### config.mk
export PLATFORM = sky130hd
export DESIGN_NAME = columnar_transposition_cipher_unit
export DESIGN_NICKNAME = d
export VERILOG_FILES = /design/src/hw/rtl/ctc_pkg.sv /design/src/hw/rtl/ctc_front.sv /design/src/hw/rtl/ctc_job_fifo.sv /design/src/hw/rtl/ctc_back.sv /design/src/hw/rtl/columnar_transposition_cipher_unit.sv
export SDC_FILE = /design/constraint.sdc
export NUM_CORES = 1
export LEC_CHECK = 0
export BUFFER_PORTS_ARGS = -buffer_cell sky130_fd_sc_hd__buf_2
export CAP_MARGIN = 20
export CORE_MARGIN = 3
export CORE_UTILIZATION = 57
export CTS_CLUSTER_SIZE = 12
export DETAILED_ROUTE_END_ITERATION = 8
export HOLD_SLACK_MARGIN = 0.12
export PLACE_DENSITY = 0.83
export SLEW_MARGIN = 30
export SYNTH_ARGS = -nofsm -noshare
export SYNTH_HDL_FRONTEND = slang
export SYNTH_HIERARCHICAL = 1
export SYNTH_SLANG_ARGS = --single-unit
### constraint.sdc
create_clock -name i_clk -period 5.9 [get_ports i_clk]
set_input_delay 0.59 -clock i_clk [delete_from_list [all_inputs] [get_ports i_clk]]
set_output_delay 0.59 -clock i_clk [all_outputs]
set_load 0.01 [all_outputs]
### src/hw/rtl/ctc_pkg.sv
// Shared types and constants for the columnar transposition cipher unit.
`timescale 1ns / 1ps

package ctc_pkg;

    localparam int COLUMNS_DEF      = 5;
    localparam int BUFFER_BYTES_DEF = 64;

    // Byte counts, row counts and grid indexes never exceed 64, so 7 bits hold all of them.
    localparam int CNT_W       = 7;
    localparam int KEY_W       = 15;
    localparam int KEY_ENTRY_W = 3;
    localparam int KEY_SLOTS   = 8;
    localparam int CFG_W       = 15;
    localparam int CFG_IDX_W   = 1;

    localparam logic [7:0]       PAD_BYTE  = 8'h7A;
    localparam logic [KEY_W-1:0] KEY_RESET = 15'd22737;

    localparam logic DIR_ENCRYPT = 1'b0;
    localparam logic DIR_DECRYPT = 1'b1;

    typedef enum logic [CFG_IDX_W-1:0] {
        CFG_DIRECTION = 1'b0,
        CFG_KEY_ORDER = 1'b1
    } t_cfg_idx;

    // One finished message, handed from the front to the back.
    typedef struct packed {
        logic [CNT_W-1:0] n;
        logic [CNT_W-1:0] rows;
        logic             dir;
        logic [KEY_W-1:0] key;
        logic             ovf;
    } t_job;

    // Write into the message store.
    typedef struct packed {
        logic             en;
        logic [CNT_W-1:0] addr;
        logic [7:0]       data;
    } t_wr;

endpackage

### src/hw/rtl/ctc_front.sv
// Front end: configuration registers, byte intake, grid bookkeeping and job creation.
`timescale 1ns / 1ps

module ctc_front import ctc_pkg::*; #(
    parameter int COLUMNS      = COLUMNS_DEF,
    parameter int BUFFER_BYTES = BUFFER_BYTES_DEF
) (
    input  logic                 i_clk,
    input  logic                 i_rst_n,
    input  logic                 i_cfg_we,
    input  logic [CFG_IDX_W-1:0] i_cfg_idx,
    input  logic [CFG_W-1:0]     i_cfg_data,
    input  logic                 i_valid,
    output logic                 o_ready,
    input  logic [7:0]           i_data_byte,
    input  logic                 i_last,
    input  logic                 i_q_full,
    input  logic                 i_done,
    output logic                 o_push,
    output t_job                 o_job,
    output t_wr                  o_wr
);

    localparam int CAPACITY = (BUFFER_BYTES / COLUMNS) * COLUMNS;
    localparam int CW       = $clog2(COLUMNS);

    logic             r_dir;
    logic [KEY_W-1:0] r_key;
    logic [CNT_W-1:0] r_count, n_count;
    logic [CNT_W-1:0] r_rows, n_rows;
    logic [CW-1:0]    r_col, n_col;
    logic             r_drop, n_drop;
    logic             r_hold;
    logic             accept;
    logic             fits;

    assign o_ready = !r_hold && !i_q_full;
    assign accept  = i_valid && o_ready;
    assign fits    = r_count < CNT_W'(CAPACITY);

    always_comb begin
        n_count = r_count;
        n_rows  = r_rows;
        n_col   = r_col;
        n_drop  = r_drop;
        if (fits) begin
            n_count = r_count + 1'b1;
            if (r_col == CW'(COLUMNS - 1)) begin
                n_col  = '0;
                n_rows = r_rows + 1'b1;
            end else begin
                n_col = r_col + 1'b1;
            end
        end else begin
            n_drop = 1'b1;
        end
    end

    // Encryption pads a partial last row; decryption drops it.
    always_comb begin
        o_job.n    = n_count;
        o_job.dir  = r_dir;
        o_job.key  = r_key;
        o_job.ovf  = n_drop;
        o_job.rows = (r_dir == DIR_DECRYPT) ? n_rows
                                            : n_rows + CNT_W'(n_col != '0);
    end

    assign o_push = accept && i_last && (o_job.rows != '0);

    assign o_wr.en   = accept && fits;
    assign o_wr.addr = r_count;
    assign o_wr.data = i_data_byte;

    always_ff @(posedge i_clk) begin
        if (!i_rst_n) begin
            r_dir   <= DIR_ENCRYPT;
            r_key   <= KEY_RESET;
            r_count <= '0;
            r_rows  <= '0;
            r_col   <= '0;
            r_drop  <= 1'b0;
            r_hold  <= 1'b0;
        end else begin
            if (i_cfg_we) begin
                case (t_cfg_idx'(i_cfg_idx))
                    CFG_DIRECTION: r_dir <= i_cfg_data[0];
                    CFG_KEY_ORDER: r_key <= i_cfg_data[KEY_W-1:0];
                    default: ;
                endcase
            end
            if (accept) begin
                if (i_last) begin
                    r_count <= '0;
                    r_rows  <= '0;
                    r_col   <= '0;
                    r_drop  <= 1'b0;
                    r_hold  <= o_push;
                end else begin
                    r_count <= n_count;
                    r_rows  <= n_rows;
                    r_col   <= n_col;
                    r_drop  <= n_drop;
                end
            end else if (i_done) begin
                r_hold <= 1'b0;
            end
        end
    end

    a_count_in_range: assert property (@(posedge i_clk) disable iff (!i_rst_n)
        r_count <= CNT_W'(CAPACITY))
        else $error("message byte count beyond capacity");

    a_done_while_held: assert property (@(posedge i_clk) disable iff (!i_rst_n)
        i_done |-> r_hold)
        else $error("back end finished a message the front did not hand over");

endmodule

### src/hw/rtl/ctc_job_fifo.sv
// Two-entry queue of finished messages between the front and the back.
`timescale 1ns / 1ps

module ctc_job_fifo import ctc_pkg::*; (
    input  logic i_clk,
    input  logic i_rst_n,
    input  logic i_push,
    input  t_job i_job,
    input  logic i_pop,
    output t_job o_job,
    output logic o_full,
    output logic o_empty
);

    localparam int DEPTH = 2;
    localparam int PW    = $clog2(DEPTH);

    t_job            r_entry [DEPTH];
    logic [PW-1:0]   r_wptr;
    logic [PW-1:0]   r_rptr;
    logic [PW:0]     r_fill;
    logic            do_push;
    logic            do_pop;

    assign o_full  = r_fill == (PW+1)'(DEPTH);
    assign o_empty = r_fill == '0;
    assign o_job   = r_entry[r_rptr];
    assign do_push = i_push && !o_full;
    assign do_pop  = i_pop && !o_empty;

    always_ff @(posedge i_clk) begin
        if (do_push) begin
            r_entry[r_wptr] <= i_job;
        end
    end

    always_ff @(posedge i_clk) begin
        if (!i_rst_n) begin
            r_wptr <= '0;
            r_rptr <= '0;
            r_fill <= '0;
        end else begin
            if (do_push) begin
                r_wptr <= r_wptr + 1'b1;
            end
            if (do_pop) begin
                r_rptr <= r_rptr + 1'b1;
            end
            case ({do_push, do_pop})
                2'b10:   r_fill <= r_fill + 1'b1;
                2'b01:   r_fill <= r_fill - 1'b1;
                default: r_fill <= r_fill;
            endcase
        end
    end

endmodule

### src/hw/rtl/ctc_back.sv
// Back end: message store, transposed read sequencer and output register.
`timescale 1ns / 1ps

module ctc_back import ctc_pkg::*; #(
    parameter int COLUMNS      = COLUMNS_DEF,
    parameter int BUFFER_BYTES = BUFFER_BYTES_DEF
) (
    input  logic       i_clk,
    input  logic       i_rst_n,
    input  t_wr        i_wr,
    input  t_job       i_job,
    input  logic       i_empty,
    output logic       o_pop,
    output logic       o_done,
    output logic       o_valid,
    input  logic       i_ready,
    output logic [7:0] o_out_byte,
    output logic       o_out_last,
    output logic       o_overflow
);

    localparam int AW    = $clog2(BUFFER_BYTES);
    localparam int KEXTW = KEY_SLOTS * KEY_ENTRY_W;
    localparam int IW    = 2 * CNT_W;

    typedef enum logic [1:0] {
        ST_IDLE = 2'b01,
        ST_RUN  = 2'b10
    } t_state;

    logic [7:0]       r_store [BUFFER_BYTES];

    t_state           r_state;
    t_job             r_job;
    logic [CNT_W-1:0] r_outer;
    logic [CNT_W-1:0] r_inner;
    logic             r_rd_pend;
    logic             r_rd_pad;
    logic             r_rd_last;
    logic             r_rd_ovf;
    logic [7:0]       r_rd_data;
    logic             r_out_valid;
    logic [7:0]       r_out_byte;
    logic             r_out_last;
    logic             r_out_ovf;

    logic             issue;
    logic             is_last;
    logic [CNT_W-1:0] outer_end;
    logic [CNT_W-1:0] inner_end;
    logic [2:0]       enc_col;
    logic [2:0]       dec_pos;
    logic [IW-1:0]    idx_wide;
    logic [CNT_W-1:0] rd_idx;

    function automatic logic [KEY_ENTRY_W-1:0] key_entry(input logic [KEY_W-1:0] key,
                                                         input logic [2:0] pos);
        logic [KEXTW-1:0] ext;
        ext = KEXTW'(key);
        return ext[pos*KEY_ENTRY_W +: KEY_ENTRY_W];
    endfunction

    // An entry outside 1..COLUMNS picks column 0.
    function automatic logic [2:0] find_col(input logic [KEY_W-1:0] key,
                                            input logic [2:0] k);
        logic [KEY_ENTRY_W-1:0] v;
        v = key_entry(key, k);
        if (v != '0 && 4'(v) <= 4'(COLUMNS)) begin
            return v - 1'b1;
        end
        return 3'd0;
    endfunction

    // Lowest key position that holds j+1; position 0 when none does.
    function automatic logic [2:0] find_pos(input logic [KEY_W-1:0] key,
                                            input logic [2:0] j);
        logic [2:0] p;
        p = 3'd0;
        for (int i = COLUMNS - 1; i >= 0; i--) begin
            if (4'(key_entry(key, 3'(i))) == 4'(j) + 4'd1) begin
                p = 3'(i);
            end
        end
        return p;
    endfunction

    assign enc_col = find_col(r_job.key, r_outer[2:0]);
    assign dec_pos = find_pos(r_job.key, r_inner[2:0]);

    always_comb begin
        if (r_job.dir == DIR_DECRYPT) begin
            outer_end = r_job.rows - 1'b1;
            inner_end = CNT_W'(COLUMNS - 1);
            idx_wide  = IW'(r_outer) + IW'(dec_pos) * IW'(r_job.rows);
        end else begin
            outer_end = CNT_W'(COLUMNS - 1);
            inner_end = r_job.rows - 1'b1;
            idx_wide  = IW'(r_inner) * IW'(COLUMNS) + IW'(enc_col);
        end
    end

    assign rd_idx  = idx_wide[CNT_W-1:0];
    assign is_last = (r_outer == outer_end) && (r_inner == inner_end);
    assign issue   = (r_state == ST_RUN) && !r_rd_pend && (!r_out_valid || i_ready);
    assign o_pop   = (r_state == ST_IDLE) && !i_empty;
    assign o_done  = issue && is_last;

    always_ff @(posedge i_clk) begin
        if (i_wr.en) begin
            r_store[i_wr.addr[AW-1:0]] <= i_wr.data;
        end
        if (issue) begin
            r_rd_data <= r_store[rd_idx[AW-1:0]];
        end
    end

    always_ff @(posedge i_clk) begin
        if (o_pop) begin
            r_job <= i_job;
        end
        if (issue) begin
            r_rd_pad  <= !(rd_idx < r_job.n);
            r_rd_last <= is_last;
            r_rd_ovf  <= r_job.ovf;
        end
        if (r_rd_pend) begin
            r_out_byte <= r_rd_pad ? PAD_BYTE : r_rd_data;
            r_out_last <= r_rd_last;
            r_out_ovf  <= r_rd_ovf;
        end
    end

    always_ff @(posedge i_clk) begin
        if (!i_rst_n) begin
            r_state     <= ST_IDLE;
            r_outer     <= '0;
            r_inner     <= '0;
            r_rd_pend   <= 1'b0;
            r_out_valid <= 1'b0;
        end else begin
            r_rd_pend <= issue;
            if (r_rd_pend) begin
                r_out_valid <= 1'b1;
            end else if (i_ready) begin
                r_out_valid <= 1'b0;
            end
            case (r_state)
                ST_IDLE: begin
                    if (o_pop) begin
                        r_outer <= '0;
                        r_inner <= '0;
                        r_state <= ST_RUN;
                    end
                end
                ST_RUN: begin
                    if (issue) begin
                        if (r_inner == inner_end) begin
                            r_inner <= '0;
                            r_outer <= r_outer + 1'b1;
                        end else begin
                            r_inner <= r_inner + 1'b1;
                        end
                        if (is_last) begin
                            r_state <= ST_IDLE;
                        end
                    end
                end
                default: r_state <= ST_IDLE;
            endcase
        end
    end

    assign o_valid    = r_out_valid;
    assign o_out_byte = r_out_byte;
    assign o_out_last = r_out_last;
    assign o_overflow = r_out_ovf;

    a_dec_in_message: assert property (@(posedge i_clk) disable iff (!i_rst_n)
        (issue && r_job.dir == DIR_DECRYPT) |-> (rd_idx < r_job.n))
        else $error("decrypt read beyond the received bytes");

    a_run_has_rows: assert property (@(posedge i_clk) disable iff (!i_rst_n)
        (r_state == ST_RUN) |-> (r_job.rows != '0))
        else $error("sequencer running on an empty grid");

    a_read_follows_issue: assert property (@(posedge i_clk) disable iff (!i_rst_n)
        issue |=> r_rd_pend && !issue)
        else $error("store read not followed by its load");

endmodule

### src/hw/rtl/columnar_transposition_cipher_unit.sv
// Top level of the columnar transposition cipher unit.
`timescale 1ns / 1ps
// Input: one byte per cycle while a message is being loaded; after the last byte of a message
// that yields output the input stalls until its final result byte has been read from the store.
// Output: a new store read is issued only after the previous one has reached the output register,
// and only while the output is free; the first result byte passes queue, store read and output stage.
// Reset (synchronous, active low) clears counters, flags, queue and configuration
// (encrypt, key 1,2,3,4,5); the message store itself is not cleared.

module columnar_transposition_cipher_unit import ctc_pkg::*; #(
    parameter int COLUMNS      = COLUMNS_DEF,
    parameter int BUFFER_BYTES = BUFFER_BYTES_DEF
) (
    input  logic                 i_clk,
    input  logic                 i_rst_n,
    input  logic                 i_cfg_we,
    input  logic [CFG_IDX_W-1:0] i_cfg_idx,
    input  logic [CFG_W-1:0]     i_cfg_data,
    input  logic                 i_valid,
    output logic                 o_ready,
    input  logic [7:0]           i_data_byte,
    input  logic                 i_last,
    output logic                 o_valid,
    input  logic                 i_ready,
    output logic [7:0]           o_out_byte,
    output logic                 o_out_last,
    output logic                 o_overflow
);

    // The front collects the bytes of a message into the store and tracks the grid shape
    // as it goes, so no division is needed. On the last item it hands a job descriptor
    // (length, rows, mode, key, overflow) to the queue. The back walks the grid in
    // column order for encryption or row order for decryption and emits one item
    // per store read. A message that yields no output never enters the queue.

    t_job q_in_job;
    t_job q_out_job;
    t_wr  store_wr;
    logic q_push;
    logic q_pop;
    logic q_full;
    logic q_empty;
    logic back_done;

    ctc_front #(
        .COLUMNS      (COLUMNS),
        .BUFFER_BYTES (BUFFER_BYTES)
    ) u_front (
        .i_clk       (i_clk),
        .i_rst_n     (i_rst_n),
        .i_cfg_we    (i_cfg_we),
        .i_cfg_idx   (i_cfg_idx),
        .i_cfg_data  (i_cfg_data),
        .i_valid     (i_valid),
        .o_ready     (o_ready),
        .i_data_byte (i_data_byte),
        .i_last      (i_last),
        .i_q_full    (q_full),
        .i_done      (back_done),
        .o_push      (q_push),
        .o_job       (q_in_job),
        .o_wr        (store_wr)
    );

    ctc_job_fifo u_queue (
        .i_clk   (i_clk),
        .i_rst_n (i_rst_n),
        .i_push  (q_push),
        .i_job   (q_in_job),
        .i_pop   (q_pop),
        .o_job   (q_out_job),
        .o_full  (q_full),
        .o_empty (q_empty)
    );

    ctc_back #(
        .COLUMNS      (COLUMNS),
        .BUFFER_BYTES (BUFFER_BYTES)
    ) u_back (
        .i_clk      (i_clk),
        .i_rst_n    (i_rst_n),
        .i_wr       (store_wr),
        .i_job      (q_out_job),
        .i_empty    (q_empty),
        .o_pop      (q_pop),
        .o_done     (back_done),
        .o_valid    (o_valid),
        .i_ready    (i_ready),
        .o_out_byte (o_out_byte),
        .o_out_last (o_out_last),
        .o_overflow (o_overflow)
    );

endmodule

* After elaboration in Yosys (flattened, before gate mapping)
Memory sizes are Yosys's and may differ from the RTL's. A register that Yosys moved wholly into a read port is not among the register bits. Index checks and enable logic that the tools add are counted.
Word-level totals: word-level logic and storage cells 141, memories 2, memory bits (writable) 574, flip-flop bits (word level) 70
Memory list:
- u_back.r_store | depth 64, width 8, rd ports 1, clocked after Yosys merged registers in 1, write ports 1, line ctc_back.sv:31 | logic [7:0] r_store [BUFFER_BYTES];
- u_queue.r_entry | depth 2, width 31, rd ports 1, clocked after Yosys merged registers in 1, write ports 1, line ctc_job_fifo.sv:18 | t_job r_entry [DEPTH];
Cells by class: reductions and logical operators 34, shift operators 1, bitwise gates (word level) 1, muxes and demuxes 43, equal/unequal tests 18, add/subtract/negate cells 15, $mul 3, $lt $le $gt $ge 3
Operators by type and width (count):
- 7-bit 2-to-1 mux | 14
- 3-bit 2-to-1 mux | 10
- 7-bit by 1-bit adder with 7-bit output, second input constant | 4
- 7-bit one-hot mux with 2 select lines | 2
- 24-bit by 6-bit indexed part select with 3-bit output | 1
- 3-bit by 4-bit == test with 1-bit output | 5
- 7-bit == test | 2
- 1-bit logical AND | 13
- 1-bit 2-to-1 mux | 12
- 2-bit one-hot mux with 2 select lines | 2
- 2-bit nonzero test | 4
- 7-bit by 1-bit adder with 7-bit output | 1
- 7-bit by 3-bit adder with 7-bit output | 1
- 7-bit adder | 1
- 7-bit by 6-bit < comparator with 1-bit output, second input constant | 1
- 7-bit < comparator | 1
- 3-bit by 7-bit multiplier with 7-bit output | 1
- 7-bit by 3-bit multiplier with 7-bit output, second input constant | 1
- 7-bit nonzero test | 1
- 7-bit by 1-bit subtractor with 7-bit output, second input constant | 1
- 2-bit == test, second input constant | 3
- 1-bit zero test | 6
- 2-bit 2-to-1 mux | 3
- 2-bit by 1-bit inequality test with 1-bit output, second input constant | 3
- 18 further kinds | 25

* Longest topological paths before layout
word-level depth 12, mapped depth 25, mapped depth without buffers 22

* By module
The synthesis kept the hierarchy.
Modules (own cells, without submodules):
- ctc_back | area each 25116.6 µm², cells each 2074, instances 1
- ctc_job_fifo | area each 2462.4 µm², cells each 122, instances 1
- ctc_front | area each 2108.3 µm², cells each 269, instances 1

* Worst setup path before layout
No wires, ideal clock.
path type register -> register, start register u_back.r_inner[0], end register u_back.r_rd_pad (data pin), library setup time 0.261 ns, period minus slack after synthesis 5.464 ns, path buffers 2, cell stages (with the launch flop) 23, path slack 0.436 ns, arrival 5.203 ns, cells stage by stage dfxtp_1 -> ha_1 -> xnor2_1 -> xor2_1 -> or3b_2 -> and2_1 -> o21bai_1 -> nor2_1 -> fa_1 -> fa_1 -> inv_1 -> fa_1 -> xor2_1 -> nand2_1 -> o21ai_1 -> inv_2 -> clkbuf_1 -> clkbuf_1 -> ha_1 -> a21oi_1 -> nor2b_1 -> o21ai_0 -> a21oi_1
On the way: word-level cells in the longest chain between the ends 12
RTL lines:
- start: declaration | line ctc_back.sv:36 | logic [CNT_W-1:0] r_inner;
- start signal: assignment | line ctc_back.sv:161 | r_inner <= r_inner + 1'b1;
- 3-bit by 1-bit adder with 4-bit output | line ctc_back.sv:80 | if (4'(key_entry(key, 3'(i))) == 4'(j) + 4'd1) begin
- 3-bit by 4-bit == test with 1-bit output | line ctc_back.sv:80
- 3-bit 2-to-1 mux (5 in series) | line ctc_back.sv:80
- 3-bit by 7-bit multiplier with 7-bit output | line ctc_back.sv:94 | idx_wide = IW'(r_outer) + IW'(dec_pos) * IW'(r_job.rows);
- 7-bit adder | line ctc_back.sv:94
- 7-bit 2-to-1 mux (*) | line ctc_back.sv:91 | if (r_job.dir == DIR_DECRYPT) begin
- 7-bit < comparator (*) | line ctc_back.sv:122 | r_rd_pad <= !(rd_idx < r_job.n);
- 1-bit zero test (*) | line ctc_back.sv:122
- end signal: assignment | line ctc_back.sv:122
- end: declaration | line ctc_back.sv:38 | logic r_rd_pad;
Every way passes the cells marked *; elsewhere a longest branch is shown, timed or not. A chain may end at the register's enable or synchronous reset.

* Final worst setup path
start register u_back.r_inner[1], end register u_back.r_rd_data[1], read port of u_back.r_store (data pin)
On the way: word-level cells in the longest chain between the ends 10
RTL lines:
- 3-bit by 1-bit adder with 4-bit output | line ctc_back.sv:80
- 3-bit by 4-bit == test with 1-bit output | line ctc_back.sv:80
- 3-bit 2-to-1 mux (5 in series) | line ctc_back.sv:80
- 3-bit by 7-bit multiplier with 7-bit output | line ctc_back.sv:94
- 7-bit adder | line ctc_back.sv:94
- 7-bit 2-to-1 mux (*) | line ctc_back.sv:91
- end: declaration | line ctc_back.sv:41 | logic [7:0] r_rd_data;
Marked as above.

==> results.cfg <==
[synth]
synth_edf_count = 626
mappedNetlistArea_um2 = 29700
synth_flop_cell = edfxtp_1
syn_nets = 2547
ys_types = 81
syn_avg_cell_area_um2 = 12.0
seq_area_frac_synth_pct = 67.2
synthCells = 2465
yosysWarnings = 6
ys_seq_elements = 684
async_flop_share_pct = 0

[clocking]
htree_levels = 3
clock_latency_ns = 0.60
post_cts_buffers = 0
numClockSinks = 684
cts_buffers = 70
cts_tree = yes
cts_hold_buf = 0
clockBufferDepth = 3
cts_resized = 0
clk_pin_slew_ns = 0.06
cts-root-buf = clkbuf_16

[global_routing]
grt_max_degree = 113
antenna_found_initial = 3
overflow = 0
grt_pass1_vias = 19500
track_usage_pct = 27.2
grt_pass1_wl_um = 113000

[power_and_ir_drop]
finalPower_mw = 11.8
p_leak_nw = 11.3
power.density_nw_per_um2 = 363
peakVddDrop_uv = 217

[critical_path]
required_ns = 6.33
worstPathMaxFanout = 32
path_class = flip-flop to flip-flop
critPathArrivalTime_ns = 5.99
reg2reg_from = u_back/r_inner[1]
cp-start-kind = flip-flop
cp-startpoint = u_back/r_inner[1]
cp-end-kind = flip-flop

[sta]
worst_pin_slew_ns = 0.934
setup_tns_ns = 0
setup_viol = 0
min_period_ns = 5.56
rsz0062_at_grt = false
max-slew-margin-rel_pct = 37.7
drv_slew = 0
fin_skew_ns = 0.0271
fin_hold_ws_ns = 0.221
hold_violations = 0
final.period_utilization_pct = 94.2
max_clock_freq_mhz = 180

[worst_hold_path]
hold_start = i_cfg_data[7]
hold_path.class = input pin to flip-flop

[placement]
routabilityCongestion = 0.931
place_area_um2 = 30600
portBuffers = 41
place_hpwl_um = 46000

[die]
core.rowCount = 83
pin_count = 42
core-area_um2 = 51400
dieWidth_um = 234
initial_core_util_pct = 57.8
chipHeight_um = 234
die_area_um2 = 54900

[routing]
drc = 0
drt-initial-drc-count = 3040
avgViaCountPerCell = 6.39
postRouteAntennaNets = 0
wl_um = 74600
num_vias = 20400
wire_per_inst_um = 23.4
dr.pass1.iters = 6

[cells_and_area]
nNetsFinal = 2547
drive_gt1_share_pct = 9.50
fin_area_um2 = 32600
fillers = 3641
syn2layout_area_growth_pct = 9.87

[run_status]
status = finished, final reports clean

[job]
drv_cap = 0
-- logic make-up (layout without fill, tap and decap cells) --
family	count (synthesis)	after routing	synth area share, %
simple gates	1161	1161	17.5
mux	48	48	1.81
xor+xnor	54	54	1.64
flops	684	684	67.2
other cells	0	1	0
fa+ha+maj	52	52	2.44
buf+inv	202	243	2.75
compound gates	264	264	6.58
-- power breakdown --
part	switching (mW)	internal, mW
combinational	1.61	0.701
sequential	0.0619	5.40
clock	1.73	2.32
-- layout by cell type (no fill, tap or decap), types with 7 or more instances in the layout --
master	netlist	final
xor2_1	17	17
nor2b_1	30	30
xnor2_1	36	36
clkbuf_1	126	25
a21boi_0	12	12
or3_1	10	10
mux2_2	35	34
buf_4	10	40
inv_1	41	40
fa_1	10	10
a211oi_1	12	12
mux2i_1	12	9
nand3_1	284	284
o21ai_0	25	25
a21oi_1	46	46
a22oi_1	10	10
nand2_1	594	594
ha_1	42	42
and2_1	18	18
a31oi_1	25	25
a311oi_1	80	80
clkbuf_16	0	73
nand2b_1	7	7
clkinv_1	0	7
nor2_1	112	112
buf_2	4	41
nor3_1	19	19
dfxtp_1	58	58
edfxtp_1	626	626
and3_1	41	41
-- Yosys cell counts (all sizes together) (5+ instances only) --
cell	instances	area, µm²
a211oi	12	90.1
a21boi	15	113
a21o	5	37.5
a21oi	46	230
a22oi	10	75.1
a311oi	80	701
a31oi	25	156
and2	19	119
and3	41	257
buf	33	181
clkbuf	126	473
dfxtp	58	1160
edfxtp	626	18800
fa	10	200
ha	42	526
inv	43	161
mux2	35	394
mux2i	12	120
nand2	594	2230
nand2b	8	52.6
nand3	284	1420
nor2	112	420
nor2b	30	188
nor3	19	95.1
nor4	9	83.8
o21ai	30	150
o31ai	5	37.5
or2	8	50.1
or3	11	73.8
xnor2	36	315
xor2	17	149
-- path summary, 6_finish.rpt --
check                        end  cells after the start  slack, ns
min             u_front/r_key[7]                      3       0.22
min reg2reg    u_back/o_overflow                      0       0.42
max reg2reg  u_back/r_rd_data[1]                     18       0.34
max          u_back/r_rd_data[1]                     18       0.34
-- flip-flops by register name (all words and copies together), names as in the netlist, 3 cells and up, named ones only --
register and count:
u_back/o_out_byte 8, u_back/r_inner 7, u_back/r_job 31, u_back/r_outer 7
u_back/r_rd_data 8, u_back/r_store 512, u_front/r_col 3, u_front/r_count 7
u_front/r_key 15, u_front/r_rows 7, u_queue/r_entry 62
-- layout make-up --
type / count / area, µm² / share of cell area, %
antenna: 1 / 2.50 / 0.00767
clock buffer: 99 / 1930 / 5.93
tap: 680 / 851 / 2.61
multi-input combinational: 1579 / 8970 / 27.5
timing repair buffer: 87 / 626 / 1.92
sequential: 684 / 20000 / 61.2
inverter: 43 / 163 / 0.499
clock inverter: 14 / 111 / 0.341
-- worst max-delay path, stage by stage, from the launching register on --
cell and delay (ns):
dfxtp_1 0.32, ha_1 0.45, xor2_1 0.26, nor3_1 0.08, a211oi_1 0.34, a22oi_1 0.25, nor4_1 0.45, fa_1 0.49
fa_1 0.51, inv_1 0.06, fa_1 0.40, xor2_1 0.18, nand2_1 0.09, o21ai_2 0.09, buf_4 0.39, nand3_1 0.14
a311oi_1 0.59, a21oi_1 0.10, a21oi_1 0.21
-- routing by layer --
metal | track usage [%] | routed length [µm] | vias to the layer above | part of all wire [%]
li1 | - | - | 8959 | -
met1 | 38.5 | 28400 | 9844 | 38
met2 | 41.7 | 34500 | 1359 | 46
met3 | 5.99 | 8930 | 192 | 12
met4 | 10.4 | 2760 | 2 | 3.7
met5 | 0 | 9 | - | 0.012
-- per-stage QoR --
stage	setup slack (ns)	util, %	instances
2_1_floorplan	0.436	-	2465
3_3_place_gp	0.632	59.5	3073
3_5_place_dp	0.418	59.5	3073
4_1_cts	0.393	63.4	3186
5_1_grt	0.0261	63.5	3187
6_report	0.343	63.5	3187
(Power assumes the default switching activity.)
